===== src/rtl/core/mfs_pkg.sv =====
package mfs_pkg;

  localparam int MAX_USERS_DEF   = 1024;
  localparam int MAX_MOVIES_DEF  = 2048;
  localparam int FACTORS_DEF     = 20;
  localparam int VALUE_WIDTH_DEF = 16;

  // register indexes on the configuration port
  localparam logic [2:0] REG_USER_COUNT  = 3'd0;
  localparam logic [2:0] REG_MOVIE_COUNT = 3'd1;
  localparam logic [2:0] REG_LEARN_RATE  = 3'd2;
  localparam logic [2:0] REG_DECAY       = 3'd3;
  localparam logic [2:0] REG_GLOBAL_MEAN = 3'd4;

  localparam logic [10:0] USER_COUNT_RST  = 11'd1024;
  localparam logic [11:0] MOVIE_COUNT_RST = 12'd2048;
  localparam logic [15:0] LEARN_RATE_RST  = 16'd328;
  localparam logic [15:0] DECAY_RST       = 16'd655;
  localparam logic [14:0] GLOBAL_MEAN_RST = 15'd14459;

  localparam logic [1:0] ACT_TRAIN    = 2'd0;
  localparam logic [1:0] ACT_PREDICT  = 2'd1;
  localparam logic [1:0] ACT_WR_USER  = 2'd2;
  localparam logic [1:0] ACT_WR_MOVIE = 2'd3;

  typedef struct packed {
    logic [10:0] user_count;
    logic [11:0] movie_count;
    logic [15:0] learn_rate;
    logic [15:0] decay;
    logic [14:0] global_mean;
  } cfg_t;

  // one entry travelling through the update pipeline; bias marks the last slot
  typedef struct packed {
    logic valid;
    logic bias;
  } upd_ctl_t;

endpackage


===== src/rtl/core/mfs_upd.sv =====
module mfs_upd #(
  parameter int VW = mfs_pkg::VALUE_WIDTH_DEF
) (
  input  logic                 clk_i,
  input  logic                 rst_ni,
  input  mfs_pkg::upd_ctl_t    ctl_i,
  input  logic signed [VW-1:0] self_i,
  input  logic signed [VW-1:0] other_i,
  input  logic signed [15:0]   err_i,
  input  logic [15:0]          learn_rate_i,
  input  logic [15:0]          decay_i,
  output mfs_pkg::upd_ctl_t    ctl_o,
  output logic signed [VW-1:0] new_o
);

  localparam int G_W  = (VW + 22 > 49) ? VW + 22 : 49;
  localparam int NV_W = ((VW > 34) ? VW : 34) + 1;
  localparam logic signed [G_W-1:0]  ILIM = G_W'(64'h0000_7FFF_FFFF_FFFF);
  localparam logic signed [NV_W-1:0] VMAX = (NV_W'(1) <<< (VW - 1)) - NV_W'(1);
  localparam logic signed [NV_W-1:0] VMIN = -VMAX - NV_W'(1);

  mfs_pkg::upd_ctl_t a_ctl_q, b_ctl_q, c_ctl_q, d_ctl_q;
  logic signed [VW+15:0] a_prod_q;
  logic signed [VW+16:0] a_dp_q;
  logic signed [VW-1:0]  a_old_q, b_old_q, c_old_q;
  logic signed [47:0]    b_inner_q;
  logic [39:0]           c_lo_q;
  logic signed [40:0]    c_hi_q;
  logic signed [VW-1:0]  d_new_q;

  logic signed [G_W-1:0]  grad, diff;
  logic signed [47:0]     inner_d;
  logic [65:0]            sum;
  logic signed [33:0]     delta;
  logic signed [NV_W-1:0] nv;
  logic signed [VW-1:0]   new_d;

  // gradient in Q.28: the error alone for a bias, error times the partner factor otherwise
  always_comb begin
    grad = a_ctl_q.bias ? (G_W'(err_i) <<< 16) : (G_W'(a_prod_q) <<< 4);
    diff = grad - G_W'(a_dp_q);
    if (diff > ILIM) begin
      inner_d = ILIM[47:0];
    end else if (diff < -ILIM) begin
      inner_d = -ILIM[47:0];
    end else begin
      inner_d = diff[47:0];
    end
  end

  // round half up of learn_rate * inner / 2^32, then saturate
  always_comb begin
    sum   = (66'(c_hi_q) << 24) + {26'd0, c_lo_q} + (66'd1 << 31);
    delta = $signed(sum[65:32]);
    nv    = NV_W'(c_old_q) + NV_W'(delta);
    if (nv > VMAX) begin
      new_d = VMAX[VW-1:0];
    end else if (nv < VMIN) begin
      new_d = VMIN[VW-1:0];
    end else begin
      new_d = nv[VW-1:0];
    end
  end

  always_ff @(posedge clk_i or negedge rst_ni) begin
    if (!rst_ni) begin
      a_ctl_q <= '0;
      b_ctl_q <= '0;
      c_ctl_q <= '0;
      d_ctl_q <= '0;
    end else begin
      a_ctl_q <= ctl_i;
      b_ctl_q <= a_ctl_q;
      c_ctl_q <= b_ctl_q;
      d_ctl_q <= c_ctl_q;
    end
  end

  always_ff @(posedge clk_i) begin
    a_prod_q  <= err_i * other_i;
    a_dp_q    <= $signed({1'b0, decay_i}) * self_i;
    a_old_q   <= self_i;
    b_inner_q <= inner_d;
    b_old_q   <= a_old_q;
    c_lo_q    <= learn_rate_i * b_inner_q[23:0];
    c_hi_q    <= $signed({1'b0, learn_rate_i}) * $signed(b_inner_q[47:24]);
    c_old_q   <= b_old_q;
    d_new_q   <= new_d;
  end

  assign ctl_o = d_ctl_q;
  assign new_o = d_new_q;

endmodule


===== config.mk =====
export PLATFORM = sky130hd
export DESIGN_NAME = mfs_upd
export DESIGN_NICKNAME = d
export VERILOG_FILES = /design/src/rtl/core/mfs_pkg.sv /design/src/rtl/core/mfs_upd.sv
export SDC_FILE = /design/constraint.sdc
export NUM_CORES = 2
export LEC_CHECK = 0
export BUFFER_PORTS_ARGS = -buffer_cell sky130_fd_sc_hd__buf_2
export CORE_MARGIN = 2
export CORE_UTILIZATION = 32
export DETAILED_ROUTE_END_ITERATION = 8
export PLACE_DENSITY = 0.46
export SLEW_MARGIN = 20
export SYNTH_ARGS = -nofsm -noshare
export SYNTH_HDL_FRONTEND = slang
export SYNTH_SLANG_ARGS = --single-unit

===== constraint.sdc =====
create_clock -name clk_i -period 15.6 [get_ports clk_i]
set_input_delay 4.68 -clock clk_i [delete_from_list [all_inputs] [get_ports clk_i]]
set_output_delay 4.68 -clock clk_i [all_outputs]
set_load 0.005 [all_outputs]

==> run_results.csv <==
group,metric,value,unit
synth,synth-seq-cells,242,
synth,avgSynthCellArea,9.08,sq um
synth,synth_edf_count,0,
drt,route.antenna.remaining_nets,0,
global_route,gr-usage-met3,0.0171,
sta,layout_min_cycle_time,11.58,ns
clock_tree,cts_hold_buf,0,
sta,fmax,86.4,MHz
clock_tree,clkSinkCount,242,
sta,relSlewSlack,0.265,
sta,drv_slew,0,
die,initial_utilization,0.322,
synth,yosys.area_share.xor_xnor,0.0329,
clock_tree,cts_root_buffer,"clkbuf_16",
clock_tree,clk_latency,0.62,ns
sta,tightest_slew,1.10,ns
sta,hold_viol_final,0,
synth,muxShareOfSynthArea,0.00370,
cells_and_area,synthToLayoutAreaGrowth,7.02,%
clock_tree,cts_tree,"done",
die,core_area,167000,sq um
cells_and_area,num-fill-cells,17500,
placed_design,placed_cells,8053,
min_path,min_path_type,"reg2reg",
synth,syn_nets,7659,
global_route,grt-ovfl-total,0,
synth,synth_top_family_by_area,"adder cells",
setup_path,worst_ep_arrival_time,12.04,ns
sta,setup_viol,0,
sta,hold_ws,0.319,ns
cells_and_area,fin_nets,7620,
synth,ys.flop_type,"dfxtp_1",
die,io_pins,102,
global_route,grt_pass1_wl,238,mm
synth,synth_compound_area_frac,0.0671,
global_route,antenna_found_initial,2,
placed_design,gp_congestion,0.834,
status,status,"finished clean",
flow_run,maxCapViolations,0,
cells_and_area,drive_above_1_share,0.0403,
drt,dr_total_vias,38000,
global_route,grt-busiest-layer,"met2",
clock_tree,path_clk_slew,0.06,ns
sta,rsz0062_at_grt,"no",
setup_path,crit_buf_inv,7,
sta,setup_tns,0,ns
clock_tree,cts-buffers-inserted,30,
clock_tree,cts_buffer_depth,3,
setup_path,end_kind,"register",
setup_path,worstSetupPathType,"in2reg",
clock_tree,cts_resized,0,
synth,synth_common_cells,"inv_1, fa_1, nand2_1",
drt,drt_first_iter_violations,1458,
global_route,met1_usage,0.243,
synth,synth_area,53800,sq um
synth,synth_area_leaders,"fa_1, ha_1, inv_1",
synth,yosysMostFrequentCell,"inv_1",
drt,firstDrtPassIters,5,
setup_path,crit_required,16.06,ns
setup_path,crit_family,"adder cells",
die,die_w,414,um
setup_path,slowest_delay,0.58,ns
setup_path,critPathSlowestCell,"fa_1",
die,die_h,414,um
global_route,grt_max_degree,49,
synth,synth_area_leader_cell,"fa_1",
synth,synthArstFlopShare,0.0331,
placed_design,hpwl,115,mm
synth,seq_area_frac_synth,0.0908,
synth,yosysWarningCount,0,
synth,yosys.area.top_type_share,0.424,
die,rows,150,
placed_design,port_buffers,101,
synth,ys_types,78,
setup_path,crit_fanout,26,
drt,finalWirelength,147,mm
sta,fin_worst_skew,0.0518,ns
setup_path,start_kind,"primary input",
synth,yosys.area_share.simple,0.152,
setup_path,cpMostUsedCell,"fa_1",
synth,synthAdderAreaFrac,0.545,
drt,vias_per_cell,4.68,
global_route,first_global_vias,41800,
clock_tree,post_cts_buffers,0,
drt,drc,0,
global_route,grtUsageMet2,0.304,
die,dieArea,171000,sq um
drt,wl_per_cell,18.1,um
synth,postSynthCellCount,5920,
sta,post-route-period-util,0.742,
clock_tree,htree_levels,1,
global_route,grtUsageTotal,0.177,
cells_and_area,final_cell_count_no_fill,8108,
==> placed cells by master (no fill, tap or decap), drive strengths merged, types with 103 or more instances in the layout <==
cell	instances
inv	1344
fa	1139
nand2	870
ha	516
and2	480
dfxtp	234
a21oi	163
buf	140
xnor2	136
nor2	117
a21o	103
==> routing by layer <==
metal	share of wire	routed length (um)	vias up
met5	0	0	-
met4	0.021	3090	0
met3	0.036	5310	151
met2	0.49	71400	619
met1	0.46	66900	19500
li1	-	-	17700
==> worst paths after layout <==
check                                startpoint         end  slack (ns)  cells past startpoint
min in group asynchronous                rst_ni  b_ctl_q[0]        4.03                      1
max in group asynchronous                rst_ni    ctl_o[1]       11.18                      1
worst min register to register       a_old_q[6]  b_old_q[6]        0.32                      0
worst max register to register    b_inner_q[35]  c_hi_q[40]        8.00                     23
worst min-delay path                 a_old_q[6]  b_old_q[6]        0.32                      0
worst max-delay path            learn_rate_i[5]  c_hi_q[40]        4.02                     25
==> logic make-up after synthesis <==
family,after synthesis
muxes,18
adders and majority gates,1659
and+or+nand+nor,1708
buffers and inverters,1550
xor gates and xnor gates,202
DFF,242
AOI/OAI and AO/OA,541
==> flip-flops by register name (all words and copies together) (netlist names) <==
register / cells
b_inner_q: 48
c_hi_q: 41
a_dp_q: 33
a_prod_q: 32
a_old_q: 16
b_old_q: 16
c_lo_q: 16
c_old_q: 16
new_o: 16
a_ctl_q: 2
b_ctl_q: 2
c_ctl_q: 2
ctl_o: 2
==> cell type report <==
class | count | area [sq um] | area share
multi-input combinational | 4128 | 43100 | 0.748
inverter | 1339 | 5030 | 0.0873
sequential | 242 | 4890 | 0.0849
tap | 2204 | 2760 | 0.0479
clock buffer | 38 | 851 | 0.0148
timing repair buffer | 140 | 801 | 0.0139
clock inverter | 16 | 164 | 0.00285
antenna | 1 | 2.50 | 0.0000435
==> per-stage QoR <==
stage	utilization	setup WS (ns)	area (sq um)
floorplan	-	4.57	53800
global placement	0.338	3.53	56500
detailed placement	0.338	3.40	56500
CTS	0.345	3.97	57600
global route	0.345	3.54	57600
finish	0.345	4.02	57600
==> worst reg2reg max path, cell delays in order, from the launching register on <==
cell,delay (ns)
dfxtp_1,1.03
nand2_1,0.19
fa_1,0.56
inv_1,0.06
fa_1,0.54
inv_1,0.06
fa_1,0.50
inv_1,0.06
fa_1,0.53
inv_1,0.05
fa_1,0.47
inv_1,0.05
fa_1,0.44
ha_1,0.40
nand4_1,0.17
or3_1,0.33
a311oi_1,0.48
nor3b_1,0.19
o21ai_1,0.24
nand3b_1,0.13
a31oi_1,0.35
a41o_1,0.25
nor4_1,0.05
a311o_1,0.32
Power is left out: the tool's default activity adds up to more than one toggle a clock period on the data nets, which glitch-free logic cannot reach.
