### src/rtl/core/mfs_pkg.sv
package mfs_pkg;

  localparam int MAX_USERS_DEF   = 1024;
  localparam int MAX_MOVIES_DEF  = 2048;
  localparam int FACTORS_DEF     = 20;
  localparam int VALUE_WIDTH_DEF = 16;

  // register indexes on the configuration port
  localparam logic [2:0] REG_USER_COUNT  = 3'd0;
  localparam logic [2:0] REG_MOVIE_COUNT = 3'd1;
  localparam logic [2:0] REG_LEARN_RATE  = 3'd2;
  localparam logic [2:0] REG_DECAY       = 3'd3;
  localparam logic [2:0] REG_GLOBAL_MEAN = 3'd4;

  localparam logic [10:0] USER_COUNT_RST  = 11'd1024;
  localparam logic [11:0] MOVIE_COUNT_RST = 12'd2048;
  localparam logic [15:0] LEARN_RATE_RST  = 16'd328;
  localparam logic [15:0] DECAY_RST       = 16'd655;
  localparam logic [14:0] GLOBAL_MEAN_RST = 15'd14459;

  localparam logic [1:0] ACT_TRAIN    = 2'd0;
  localparam logic [1:0] ACT_PREDICT  = 2'd1;
  localparam logic [1:0] ACT_WR_USER  = 2'd2;
  localparam logic [1:0] ACT_WR_MOVIE = 2'd3;

  typedef struct packed {
    logic [10:0] user_count;
    logic [11:0] movie_count;
    logic [15:0] learn_rate;
    logic [15:0] decay;
    logic [14:0] global_mean;
  } cfg_t;

  // one entry travelling through the update pipeline; bias marks the last slot
  typedef struct packed {
    logic valid;
    logic bias;
  } upd_ctl_t;

endpackage

### src/rtl/core/mfs_regs.sv
module mfs_regs (
  input  logic          clk_i,
  input  logic          rst_ni,
  input  logic          psel,
  input  logic          penable,
  input  logic          pwrite,
  input  logic [4:0]    paddr,
  input  logic [31:0]   pwdata,
  output logic [31:0]   prdata,
  output logic          pready,
  output mfs_pkg::cfg_t cfg_o
);

  mfs_pkg::cfg_t cfg_q;
  logic [2:0]    idx;
  logic          wr;

  assign idx    = paddr[4:2];
  assign wr     = psel && penable && pwrite;
  assign pready = 1'b1;
  assign cfg_o  = cfg_q;

  always_ff @(posedge clk_i or negedge rst_ni) begin
    if (!rst_ni) begin
      cfg_q.user_count  <= mfs_pkg::USER_COUNT_RST;
      cfg_q.movie_count <= mfs_pkg::MOVIE_COUNT_RST;
      cfg_q.learn_rate  <= mfs_pkg::LEARN_RATE_RST;
      cfg_q.decay       <= mfs_pkg::DECAY_RST;
      cfg_q.global_mean <= mfs_pkg::GLOBAL_MEAN_RST;
    end else if (wr) begin
      case (idx)
        mfs_pkg::REG_USER_COUNT:  cfg_q.user_count  <= pwdata[10:0];
        mfs_pkg::REG_MOVIE_COUNT: cfg_q.movie_count <= pwdata[11:0];
        mfs_pkg::REG_LEARN_RATE:  cfg_q.learn_rate  <= pwdata[15:0];
        mfs_pkg::REG_DECAY:       cfg_q.decay       <= pwdata[15:0];
        mfs_pkg::REG_GLOBAL_MEAN: cfg_q.global_mean <= pwdata[14:0];
        default: ;
      endcase
    end
  end

  always_comb begin
    case (idx)
      mfs_pkg::REG_USER_COUNT:  prdata = {21'd0, cfg_q.user_count};
      mfs_pkg::REG_MOVIE_COUNT: prdata = {20'd0, cfg_q.movie_count};
      mfs_pkg::REG_LEARN_RATE:  prdata = {16'd0, cfg_q.learn_rate};
      mfs_pkg::REG_DECAY:       prdata = {16'd0, cfg_q.decay};
      mfs_pkg::REG_GLOBAL_MEAN: prdata = {17'd0, cfg_q.global_mean};
      default:                  prdata = 32'd0;
    endcase
  end

endmodule

### config.mk
export PLATFORM = sky130hd
export DESIGN_NAME = mfs_regs
export DESIGN_NICKNAME = d
export VERILOG_FILES = /design/src/rtl/core/mfs_pkg.sv /design/src/rtl/core/mfs_regs.sv
export SDC_FILE = /design/constraint.sdc
export NUM_CORES = 1
export LEC_CHECK = 0
export ABC_AREA = 1
export BUFFER_PORTS_ARGS = -buffer_cell sky130_fd_sc_hd__buf_2
export CAP_MARGIN = 40
export CORE_AREA = 3 3 97 90
export CTS_BUF_LIST = sky130_fd_sc_hd__clkbuf_16
export CTS_CLUSTER_SIZE = 20
export DETAILED_ROUTE_END_ITERATION = 7
export DIE_AREA = 0 0 100 93
export GPL_TIMING_DRIVEN = 0
export PLACE_DENSITY = 0.82
export SLEW_MARGIN = 20
export SYNTH_ARGS = -nofsm -noshare
export SYNTH_HDL_FRONTEND = slang
export SYNTH_SLANG_ARGS = --single-unit
export TNS_END_PERCENT = 10
### constraint.sdc
create_clock -name clk_i -period 1.4 [get_ports clk_i]
set_input_delay 0.28 -clock clk_i [delete_from_list [all_inputs] [get_ports clk_i]]
set_output_delay 0.28 -clock clk_i [all_outputs]
set_load 0.02 [all_outputs]
==> out/summary.txt, run 1 <==
status: complete, but fails checks
failing checks: negative setup slack
Setup Viol. Count Final: 15
Mapped Cells: 438
clock slew at reported path FFs: 0.06 ns
Max Slew Vio Count: 0
Slowest-stage cell, CP: dfstp_2
I/O Buffers: 109
Cell Rows: 31
clk_lat worst skew: 0.33 ns
GRT overflow: 0
Clock Power Share: 28.3%
Mapped Area: 0.00377 sq mm
total routed wirelength: 11,400 microns
dpl ws: -0.435 ns
# IOs: 145
fin cells: 696
share of layout cells above drive strength 1: 47.1%
H-tree depth: 3
fillcell total: 601
initial detailed-routing violation count: 289
final instance area: 0.00518 sq mm
max_slew headroom: 62.7%
vias post-DR: 3,614
final worst slack: -0.207 ns
internal power: 4.55 mW
RePlAce Congestion: 0.945
Hold Fails Final Rpt: 0
Combinational Power Share: 32.1%
Critical Path RT: 1.12 ns
Seq cells post-synth: 70
Final nets: 634
dominant cell type by area after synthesis: dfrtp_1
top post-synthesis cells by area: dfrtp_1, dfstp_2, nand2_1, o21ai_2, buf_4
total CTS buffers: 9
Largest register FFs: 70
die area: 0.00930 sq mm
Multi-input gate area: 0.00161 sq mm
WS Path Type: reg2out
switching share of total power: 36.0%
Die W: 100 microns
CTS Root Buffer Type: clkbuf_16
Worst-Margin Slew: 0.559 ns
worst path cell trace: inv_1 > nor2_1 > nor2_1 > nand2_1 > buf_6
DRC: 0
DP Cell Count: 662
Routed WL per cell: 16.3 microns
peak supply drop: 0.925 mV
LEAKAGE: 2.79 nW
switching power: 2.56 mW
DP HPWL: 7990 microns
total of max-cap violations: 0
setup repair after global routing missed its margin: true
crit path capture type: output port
post-synth top area share: 33.2%
Max Clock Freq: 0.622 GHz
clk buf depth: 2
total clock sinks: 70
part of the cycle the worst path needs: 115%
largest net degree at the start of global routing: 38
Initial Utilization: 47.9%
Crit path top cell by count: nor2_1
fin crit period: 1.61 ns
Die H: 93 microns
Pwr Density: 1370 mW/mm^2
DR vias/cell: 5.19
initial antenna violation count: 0
synthesized area per cell: 8.62 sq um
DR pass1 iterations: 4
Sequential cell area: 0.00178 sq mm
TritonCTS clock tree: yes
worst min-delay path class: in2reg
Routed Antenna Nets: 0
placed inst area: 0.00453 sq mm
yosys warns: 0
vias in the first global route: 3,475
first-pass GRT wire length: 17,800 microns
sequential share of the synthesized area: 47.1%
Clock Skews: 0 ns
synth unique cells: 26
Antenna diodes: 0
total power: 7.11 mW
Seq pwr share: 39.7%
CP startpoint kind: flop
core area: 0.00787 sq mm
CP arrival: 1.33 ns
Layout area overhead: 37.4%
worst-path maximum fanout: 2
max incr delay on CP: 0.53 ns
Global Route Usage Sum: 24.4%
## synth_stat cells
| library cell | count |
|---|---|
| buf_1 | 1 |
| buf_2 | 7 |
| buf_4 | 21 |
| buf_6 | 10 |
| buf_8 | 1 |
| clkbuf_1 | 1 |
| conb_1 | 2 |
| dfrtp_1 | 50 |
| dfstp_2 | 20 |
| inv_1 | 35 |
| inv_2 | 5 |
| inv_4 | 1 |
| nand2_1 | 127 |
| nand2_2 | 15 |
| nand2_4 | 2 |
| nand3_1 | 18 |
| nand3_2 | 2 |
| nand3_4 | 2 |
| nand4_1 | 23 |
| nor2_1 | 18 |
| nor2_2 | 1 |
| nor2_4 | 3 |
| o211ai_1 | 3 |
| o21ai_0 | 2 |
| o21ai_1 | 30 |
| o21ai_2 | 38 |
## through the flow
step / setup TNS (ns) / utilization, % / hold slack, ns
CTS: -1.82 / 64.9 / 0.150
detailed placement: -5.38 / 57.6 / 0.256
finish: -1.93 / 65.9 / 0.157
global placement: -18.76 / 57.3 / 0.470
floorplan: 0 / - / -0.0156
global route: -2.64 / 65.9 / 0.161
## final timing paths
check / start / end / slack (ns) / cells after the start
hold reg to reg: cfg_o[11] / cfg_o[11] / 0.49 / 2
setup / recovery: cfg_o[34] / prdata[3] / -0.21 / 5
max in group asynchronous: rst_ni / cfg_o[69] / 0.36 / 3
setup reg to reg: cfg_o[18] / cfg_o[18] / 0.53 / 3
hold / removal: pwdata[9] / cfg_o[24] / 0.16 / 3
min in group asynchronous: rst_ni / cfg_o[25] / 0.43 / 2
## timing repair
| item | 4_1_cts | 5_1_grt |
|---|---|---|
| gates cloned | 1 | 1 |
| pin swaps | 19 | 13 |
| endpoints found under the setup margin | 16 | 23 |
| setup buffers | 14 | 1 |
| resized for setup | 65 | 20 |
| hold buffers | 1 | 0 |
| endpoints found under the hold margin | 20 | 0 |
## cell families (layout without fill, tap and decap cells)
group                  after synthesis  after routing  share of synthesized area, %
AND/OR/NAND/NOR                    211            211                          26.2
buffers and inverters               82            226                          12.8
AO/OA/AOI/OAI                       73             73                          13.7
flip-flops                          70             70                          47.1
other                                2             17                         0.199
## worst max-delay path: cells and delay by family (launching register included)
family	cells	cell delay (ns)
simple gates	3	0.29
flops	1	0.53
buf+inv	2	0.17
## routing by layer
layer  part of all wire [%]  vias up  global-route usage (%)
li1                       -     1704                       -
met4                    1.8        0                    10.7
met3                    8.2       21                    4.70
met2                     49      184                    40.2
met1                     41     1705                    31.4
met5                      0        -                       0
## power groups by stage
stage | Combinational, mW | Clock, mW | Sequential [mW]
3_3_place_gp | 1.94 | 0 | 2.83
3_5_place_dp | 1.98 | 0 | 2.85
6_report | 2.28 | 2.01 | 2.82
5_1_grt | 2.44 | 2.08 | 2.86
2_1_floorplan | 0.797 | 0 | 3.27
4_1_cts | 2.22 | 2.03 | 2.80
## area by class of cell
| type | instances | area share (%) |
|---|---|---|
| clock inverters | 7 | 0.652 |
| well taps | 99 | 2.39 |
| flip-flops and latches | 70 | 34.3 |
| plain buffers | 41 | 7.46 |
| clock buffers | 9 | 4.34 |
| repair buffers | 128 | 16.6 |
| multi-input cells | 301 | 31.0 |
| inverters | 41 | 3.31 |
## cell usage in the layout (no fill, tap or decap), drive strengths merged
cell / count
clkinvlp: 1
o211ai: 3
nor2: 22
dlygate4sd3: 1
buf: 166
clkinv: 4
inv: 43
o21ai: 70
dfstp: 20
dfrtp: 50
nand4: 23
clkbuf: 11
nand3: 22
nand2: 144
conb: 17
No activity file was read; power rests on OpenSTA's default activity.
==> run 2: changes to the inputs <==
SKIP_CTS_REPAIR_TIMING = 1   (was unset)
==> out/summary.txt, run 2 (same netlist as run 1, synthesis figures left out) <==
status: complete, but fails checks
failing checks: negative setup slack
initial detailed-routing violation count: 358
TritonCTS clock tree: yes
vias post-DR: 3,633
CP arrival: 1.35 ns
max_slew headroom: 63.9%
hold endpoint: cfg_o[18]
worst hold stages: 3
setup repair after global routing missed its margin: true
LEAKAGE: 2.77 nW
worst-path maximum fanout: 3
HP Start: pwdata[3]
Die H: 93 microns
Max Clock Freq: 0.614 GHz
DR pass1 iterations: 5
die area: 0.00930 sq mm
largest net degree at the start of global routing: 38
CP startpoint kind: flop
part of the cycle the worst path needs: 116%
DP Cell Count: 662
DRC: 0
Critical Path RT: 1.12 ns
final instance area: 0.00522 sq mm
clk buf depth: 2
Clock Skews: 0 ns
CTS Root Buffer Type: clkbuf_16
Initial Utilization: 47.9%
critical register-to-register path startpoint: cfg_o[18]
total of max-cap violations: 0
Layout area overhead: 38.2%
Largest register FFs: 70
Clock Power Share: 28.4%
reg2reg setup slack: 0.55 ns
H-tree depth: 3
Antenna diodes: 0
total CTS buffers: 9
RePlAce Congestion: 0.945
Routed Antenna Nets: 0
peak supply drop: 0.931 mV
vias in the first global route: 3,322
Combinational Power Share: 31.5%
WS Path Type: reg2out
switching share of total power: 36.3%
placed inst area: 0.00453 sq mm
Pwr Density: 1360 mW/mm^2
I/O Buffers: 109
crit path capture type: output port
final hold slack: 0.152 ns
R2R Path End: cfg_o[18]
Fin Setup TNS: -2.12 ns
Global Route Usage Sum: 23.1%
Worst Reg2Reg Path Length in Cells: 3
DR vias/cell: 5.23
# IOs: 145
final worst slack: -0.228 ns
first-pass GRT wire length: 16,900 microns
clk_lat worst skew: 0.33 ns
total routed wirelength: 11,500 microns
share of layout cells above drive strength 1: 48.5%
switching power: 2.57 mW
internal power: 4.51 mW
initial antenna violation count: 0
GRT overflow: 0
total power: 7.08 mW
Setup Viol. Count Final: 16
Seq pwr share: 40.1%
commonest cells after routing, fill and taps aside: nand2_1, buf_2, dfrtp_1
Hold Fails Final Rpt: 0
Max Slew Vio Count: 0
Die W: 100 microns
most common cell after layout, fill and taps aside: nand2_1
Worst-Margin Slew: 0.542 ns
total clock sinks: 70
fin crit period: 1.63 ns
worst min-delay path class: in2reg
Routed WL per cell: 16.5 microns
core area: 0.00787 sq mm
fin cells: 695
clock slew at reported path FFs: 0.06 ns
Final nets: 633
DP HPWL: 7990 microns
Cell Rows: 31
[run 2: changes by cell type in the layout (fill, tap and decap cells not counted), sizes merged]
cell | before | now
inv | 43 | 42
clkbuf | 11 | 10
clkinv | 4 | 5
[run 2: how the worst max path moves through the flow]
stage | slack [ns] | cells after the start | start | end
after CTS | -0.44 | 8 | paddr[2] | prdata[5]
after global routing | -0.24 | 5 | cfg_o[39] | prdata[8]
final | -0.23 | 5 | cfg_o[39] | prdata[8]
after detailed placement | -0.44 | 8 | paddr[2] | prdata[5]
after floorplan | 0.004 | 7 | paddr[2] | prdata[2]
after global placement | -0.43 | 8 | paddr[2] | prdata[5]
[run 2: stage by stage]
stage | setup slack, ns | utilization, %
floorplan | 0.00367 | -
global placement | -0.425 | 57.3
detailed placement | -0.435 | 57.6
CTS | -0.435 | 60.9
global route | -0.243 | 66.2
finish | -0.228 | 66.2
[run 2: layer usage]
layer / vias up / GRT usage, % / share of wire (%)
met5: - / 0 / 0
met4: 0 / 9.54 / 1.7
met3: 18 / 4.47 / 9.1
met2: 197 / 38.4 / 49
met1: 1722 / 29.7 / 40
li1: 1696 / - / -
[run 2: worst max-delay path, cell delays in order (launching register included)]
cell	delay [ns]
dfstp_2	0.54
nand4_1	0.11
nand2_2	0.13
nor2_4	0.05
nand2_2	0.07
buf_6	0.11
[run 2: power by group through the flow]
stage | clock network [mW] | registers, mW | logic, mW
after global placement | 0 | 2.83 | 1.94
final | 2.01 | 2.84 | 2.23
after detailed placement | 0 | 2.85 | 1.98
after CTS | 2.03 | 2.82 | 1.99
after global routing | 2.08 | 2.88 | 2.39
after floorplan | 0 | 3.27 | 0.797
[run 2: area by class of cell]
type | instances | area, sq um
fill | 598 | 2660
sequential | 70 | 1780
multi-input combinational | 301 | 1650
timing repair buffer | 127 | 842
buffer | 41 | 387
clock buffer | 9 | 225
inverter | 41 | 176
tap | 99 | 124
clock inverter | 7 | 33.8
==> run 3: changes to the inputs <==
CORE_AREA = 3 3 114 105   (was 3 3 97 90)
DIE_AREA = 0 0 117 108   (was 0 0 100 93)
PLACE_DENSITY = 0.64   (was 0.82)
==> out/summary.txt, run 3 (same netlist as run 1, synthesis figures left out) <==
status: complete, but fails checks
failing checks: negative setup slack
Die H: 108 microns
H-tree depth: 3
total CTS buffers: 9
setup repair after global routing missed its margin: true
clk_lat worst skew: 0.33 ns
CP Launch Point: cfg_o[24]
Worst Reg2Reg Path Length in Cells: 3
Die W: 117 microns
largest net degree at the start of global routing: 49
total clock sinks: 70
clk buf depth: 2
worst hold stages: 3
crit path capture type: output port
initial detailed-routing violation count: 126
LEAKAGE: 2.74 nW
vias in the first global route: 3,327
TritonCTS clock tree: yes
DP HPWL: 8830 microns
first-pass GRT wire length: 17,900 microns
Setup Viol. Count Final: 17
die area: 0.0126 sq mm
Critical Path RT: 1.12 ns
CP startpoint kind: flop
share of layout cells above drive strength 1: 45.2%
Final nets: 626
final hold slack: 0.158 ns
initial antenna violation count: 0
I/O Buffers: 109
dpl ws: -0.434 ns
Clock Skews: 0 ns
critical register-to-register path startpoint: cfg_o[24]
Pwr Density: 1440 mW/mm^2
total of max-cap violations: 0
DRC: 0
Global Route Usage Sum: 18.5%
Cell Rows: 36
fin crit period: 1.59 ns
Layout area overhead: 35.9%
fillcell total: 1,034
vias post-DR: 3,481
# IOs: 145
Largest register FFs: 70
Routed WL per cell: 16.1 microns
RePlAce Congestion: 0.850
total power: 7.39 mW
commonest cells after routing, fill and taps aside: nand2_1, buf_2, dfrtp_1
peak supply drop: 0.607 mV
part of the cycle the worst path needs: 114%
total routed wirelength: 11,600 microns
Antenna diodes: 0
CTS Root Buffer Type: clkbuf_16
most common cell after layout, fill and taps aside: nand2_1
Fin Setup TNS: -2.49 ns
Routed Antenna Nets: 0
DR vias/cell: 4.82
final worst slack: -0.192 ns
Initial Utilization: 34.9%
clock slew at reported path FFs: 0.06 ns
WS Path Type: reg2out
Max Clock Freq: 0.628 GHz
worst-path maximum fanout: 2
fin util: 47.4%
GRT overflow: 0
Max Slew Vio Count: 0
Hold Fails Final Rpt: 0
HP Start: pwdata[9]
CP arrival: 1.31 ns
DR pass1 iterations: 4
core area: 0.0108 sq mm
worst min-delay path class: in2reg
## run 3: cell types whose count changed in the layout (fill, tap and decap cells not counted), sizes merged
cell / before / now
buf: 166 / 156
clkbuf: 10 / 13
bufinv: 0 / 2
clkinv: 5 / 3
## run 3: path summary, 6_finish.rpt
| check | end | slack, ns |
|---|---|---|
| max in group asynchronous | cfg_o[0] | 0.41 |
| worst max register to register | cfg_o[24] | 0.56 |
| min in group asynchronous | cfg_o[66] | 0.38 |
| worst max-delay path | prdata[9] | -0.19 |
| worst min-delay path | cfg_o[24] | 0.16 |
| worst min register to register | cfg_o[13] | 0.49 |
## run 3: critical path, stage by stage (launching register included)
cell,delay [ns]
dfstp_2,0.54
nand4_1,0.09
nand2_1,0.08
nor2_1,0.04
nand2_1,0.10
buf_6,0.13
## run 3: area by class of cell
cell class              instances  area [sq um]  share of cell area (%)
clock buffers                   9           225                    4.39
clock inverters                 7          90.1                    1.76
flip-flops and latches         70          1780                    34.7
inverters                      41           166                    3.25
plain buffers                  41           387                    7.54
well taps                     133           166                    3.25
repair buffers                120           739                    14.4
multi-input cells             301          1580                    30.7
## run 3: stage by stage
stage	cell area (sq um)	instances
6_report	5130	722
5_1_grt	5130	722
4_1_cts	4900	712
3_5_place_dp	4580	696
3_3_place_gp	4550	695
2_1_floorplan	3840	453
## run 3: power by group
group          switching, mW  leakage (nW)  internal [mW]
Clock                  0.876         0.157           1.55
Combinational           1.33          1.73          0.800
Sequential             0.350         0.851           2.49
Total                   2.55          2.74           4.84
## run 3: per-layer routing
layer | vias to the layer above | track usage, % | routed length [microns]
met5 | - | 0 | 0
met4 | 0 | 5.00 | 123
met3 | 11 | 5.15 | 728
met2 | 100 | 29.2 | 5590
met1 | 1678 | 24.9 | 5180
li1 | 1692 | - | -
